### config.mk
export PLATFORM = sky130hd
export DESIGN_NAME = frq_ram
export DESIGN_NICKNAME = d
export VERILOG_FILES = /design/src/rtl/frq_ram.sv
export SDC_FILE = /design/constraint.sdc
export NUM_CORES = 1
export LEC_CHECK = 0
export ABC_AREA = 1
export ABC_CLOCK_PERIOD_IN_PS = 1130
export BUFFER_PORTS_ARGS = -buffer_cell sky130_fd_sc_hd__buf_2
export CAP_MARGIN = 20
export CORE_MARGIN = 2
export CORE_UTILIZATION = 48
export DETAILED_ROUTE_END_ITERATION = 12
export GPL_ROUTABILITY_DRIVEN = 0
export PLACE_DENSITY = 0.68
export SLEW_MARGIN = 10
export SYNTH_ARGS = -nofsm -noshare
export SYNTH_HDL_FRONTEND = slang
export SYNTH_SLANG_ARGS = --single-unit
### constraint.sdc
create_clock -name clk -period 1.13 [get_ports clk]
set_input_delay 0.0565 -clock clk [delete_from_list [all_inputs] [get_ports clk]]
set_output_delay 0.0565 -clock clk [all_outputs]
set_load 0.005 [all_outputs]
### src/rtl/frq_ram.sv
// Generic simple dual-port RAM with one write port and a registered read port.
module frq_ram #(
  parameter int WIDTH = 8,
  parameter int DEPTH = 16
) (
  input  logic                     clk,
  input  logic                     we,
  input  logic [$clog2(DEPTH)-1:0] waddr,
  input  logic [WIDTH-1:0]         wdata,
  input  logic [$clog2(DEPTH)-1:0] raddr,
  output logic [WIDTH-1:0]         rdata
);

  logic [WIDTH-1:0] mem [DEPTH];

  always_ff @(posedge clk) begin
    if (we) begin
      mem[waddr] <= wdata;
    end
    rdata <= mem[raddr];
  end

endmodule

# After elaboration in Yosys (flattened, before gate mapping)
# Memories as Yosys holds them, arrays and structs flattened. A register that Yosys moved wholly into a read port is not among the register bits.
# Cells that the tools add are included.
# W data, S select, Z words.
# op_classes
n_lt_le_gt_ge	0
shifts	0
n_reduce_logical	0
eq_ne	0
bitwise_logic	0
muxes	2
addsub	0
n_mul	0
div_mod_pow	0
# ops
cell	n
$mux W1	2
# totals
regBits	0
output_inout_bits	8
input_bits	18
latchBits	0
ram_bits	128
rom_bits	0
n_memories	1
# mem_list
name	depth	word_bits	read_ports	rd_clocked_by_memory_dff	wr	line_no	text
mem	16	8	1	1	1	14	logic [WIDTH-1:0] mem [DEPTH];

# Logic depth before layout (Yosys ltp)
# depth
depth_word	2
depth_mapped	8
depth_no_buf	7

# Least setup slack after synthesis
# Ideal clock, no wire load.
# synth_timing
kind	input -> register
startpoint	input port waddr[2]
endpoint	memory mem[10][0], enable pin
t_required_ns	0.760
cell_stages	2
slack_ns	0.123
arrival_time_ns	0.637
path_buffers	0
cell_sequence	nand3b_1 -> nor2_1
# synth_lines
item	line_no	text
from (decl)	8	input logic [$clog2(DEPTH)-1:0] waddr,
to (decl)	14	
# No word-level cell before the write port.

==> qor.yml <==
period_minus_slack_ns: 0.996
initial_utilization_pct: 48.6
hold_viol_final: 0
fin_cells: 761
cts_setup_buffers: 0
setup_viol: 0
ios: 26
crit_path_max_fanout: 1
ys_types: 12
rsz0062_at_grt: "no"
ys_ff_latch: 136
endpoint_kind: "flop"
crit_chain: "inv_1, nand2_1, nand3_1, nand3_1, nand3_1, nand2_1"
cts_resized: 0
drc: 0
synth-seq-area-share_pct: 69.4
first_global_vias: 3674
post-route-period-util_pct: 88.1
crit_type: "flop to flop"
nets: 619
num_vias: 3812
syn-num-nets: 569
synthCells: 551
worstHoldStart: "wdata[4]"
fillers: 953
synth_area_leaders: "edfxtp_1, nand2_1, nand3_1"
synth_top_area_share_pct: 66.7
cp.arrival_ns: 1.30
die_height_um: 114
dp_hpwl_um: 7720
drv_cap: 0
finalPower_mw: 11.6
fin_hold_ws_ns: 0.0352
core-area_um2: 11900
ant_nets: 0
yosys.area.top_type: "edfxtp_1"
layout_common_cells: "nand2_1, edfxtp_1, inv_1, nand3_1"
cpMostUsedCell: "nand3_1"
drive_gt1_share_pct: 13.7
dp.cells: 729
grt_max_degree: 43
track_usage_pct: 20.5
final_common_cell: "nand2_1"
grt_pass1_wl_um: 19800
finalMaxSlewViolations: 0
timing.fmax_mhz: 1000
antenna_found_initial: 0
syn_area_um2: 5770
tns_ns: 0
drt_wl_total_um: 12100
clk_latency_ns: 0.41
cp_slowest_cell: "edfxtp_1"
drt_iter0_markers: 452
numCtsBuffers: 17
rows: 40
die_area_um2: 12900
power.density_nw_per_um2: 1710
routedWlPerCell_um: 16.0
worstPathRequired_ns: 1.43
cts_hold_buf: 0
fp.dieW_um: 114
yosys_warnings: 0
grt-ovfl-total: 0
max_stage_delay_ns: 0.36
ir_drop_mv: 0.958
cts_root_buffer: "clkbuf_16"
setup.worst_path.start_class: "flop"
fin_skew_ns: 0.00794
avgSynthCellArea_um2: 10.5
avgViaCountPerCell: 5.01
tightest_slew_ns: 0.338
status: "complete, no violations"
clock_sinks: 136
n_antenna_cell: 0
cts_tree: "built"
critPathLaunch: "mem[1][0]$_DFFE_PP_"
hold_path.class: "input pin to flop"
firstDrtPassIters: 5
fin_ws_ns: 0.134
clk_pin_slew_ns: 0.06
reg2reg_from: "mem[1][0]$_DFFE_PP_"
cts.path.max_buffers: 2
p_leak_nw: 2.97
area_growth_pct: 17.1
io_buffers: 25
htreeDepth: 4
pre_cts_ws_ns: 0.0215
maxSlewHeadroom_pct: 77.4
[critical path, delay by kind of cell (launching register included)]
kind / cells / cell delay (ns)
and+or+nand+nor: 5 / 0.47
DFF: 1 / 0.36
buffers and inverters: 1 / 0.06
[per-layer routing]
layer  GRT usage, %  vias up  wire, µm
li1               -     1872         -
met1           28.0     1812      5300
met2           33.5      111      5940
met3           3.88       17       747
met4           6.50        0       159
met5              0        -         0
[synth_stat cells]
cell      count
buf_2        13
dfxtp_1       8
nor2_1       17
buf_1         1
nand3b_1      2
inv_2         2
nand2_1     173
inv_1       100
buf_6         6
edfxtp_1    128
buf_4         4
nand3_1      97
[kinds of logic after synthesis]
group                  share of synthesized area [%]
AND/OR/NAND/NOR                                 21.0
flip-flops                                      69.4
buffers and inverters                           9.52
[final timing paths]
kind | to | slack (ns) | cells after the start
setup / recovery | rdata[0]$_DFF_P_ | 0.13 | 6
hold / removal | mem[7][4]$_DFFE_PP_ | 0.04 | 1
setup reg to reg | rdata[0]$_DFF_P_ | 0.13 | 6
hold reg to reg | rdata[5]$_DFF_P_ | 0.67 | 6
[state kept, by name, summed over array words and instances (netlist names)]
| name | count |
|---|---|
| mem | 128 |
| rdata | 8 |
[layout make-up]
cell class / count / area [µm²] / share of cell area (%)
well taps: 147 / 184 / 2.72
flip-flops and latches: 136 / 4000 / 59.3
multi-input cells: 289 / 1210 / 18.0
repair buffers: 55 / 413 / 6.11
clock buffers: 22 / 454 / 6.72
clock inverters: 10 / 103 / 1.52
inverters: 102 / 383 / 5.67
[stage by stage]
stage / instance area [µm²] / util, %
2_1_floorplan: 5770 / -
3_3_place_gp: 6200 / 52.2
3_5_place_dp: 6200 / 52.2
4_1_cts: 6750 / 56.9
5_1_grt: 6750 / 56.9
6_report: 6750 / 56.9
[where the power goes]
group	total, mW	leakage [nW]	internal, mW	switching, mW
logic	0.704	1.47	0.236	0.468
registers	5.67	1.22	5.64	0.0282
clock network	5.18	0.279	3.27	1.91
(Power assumes the default switching activity.)
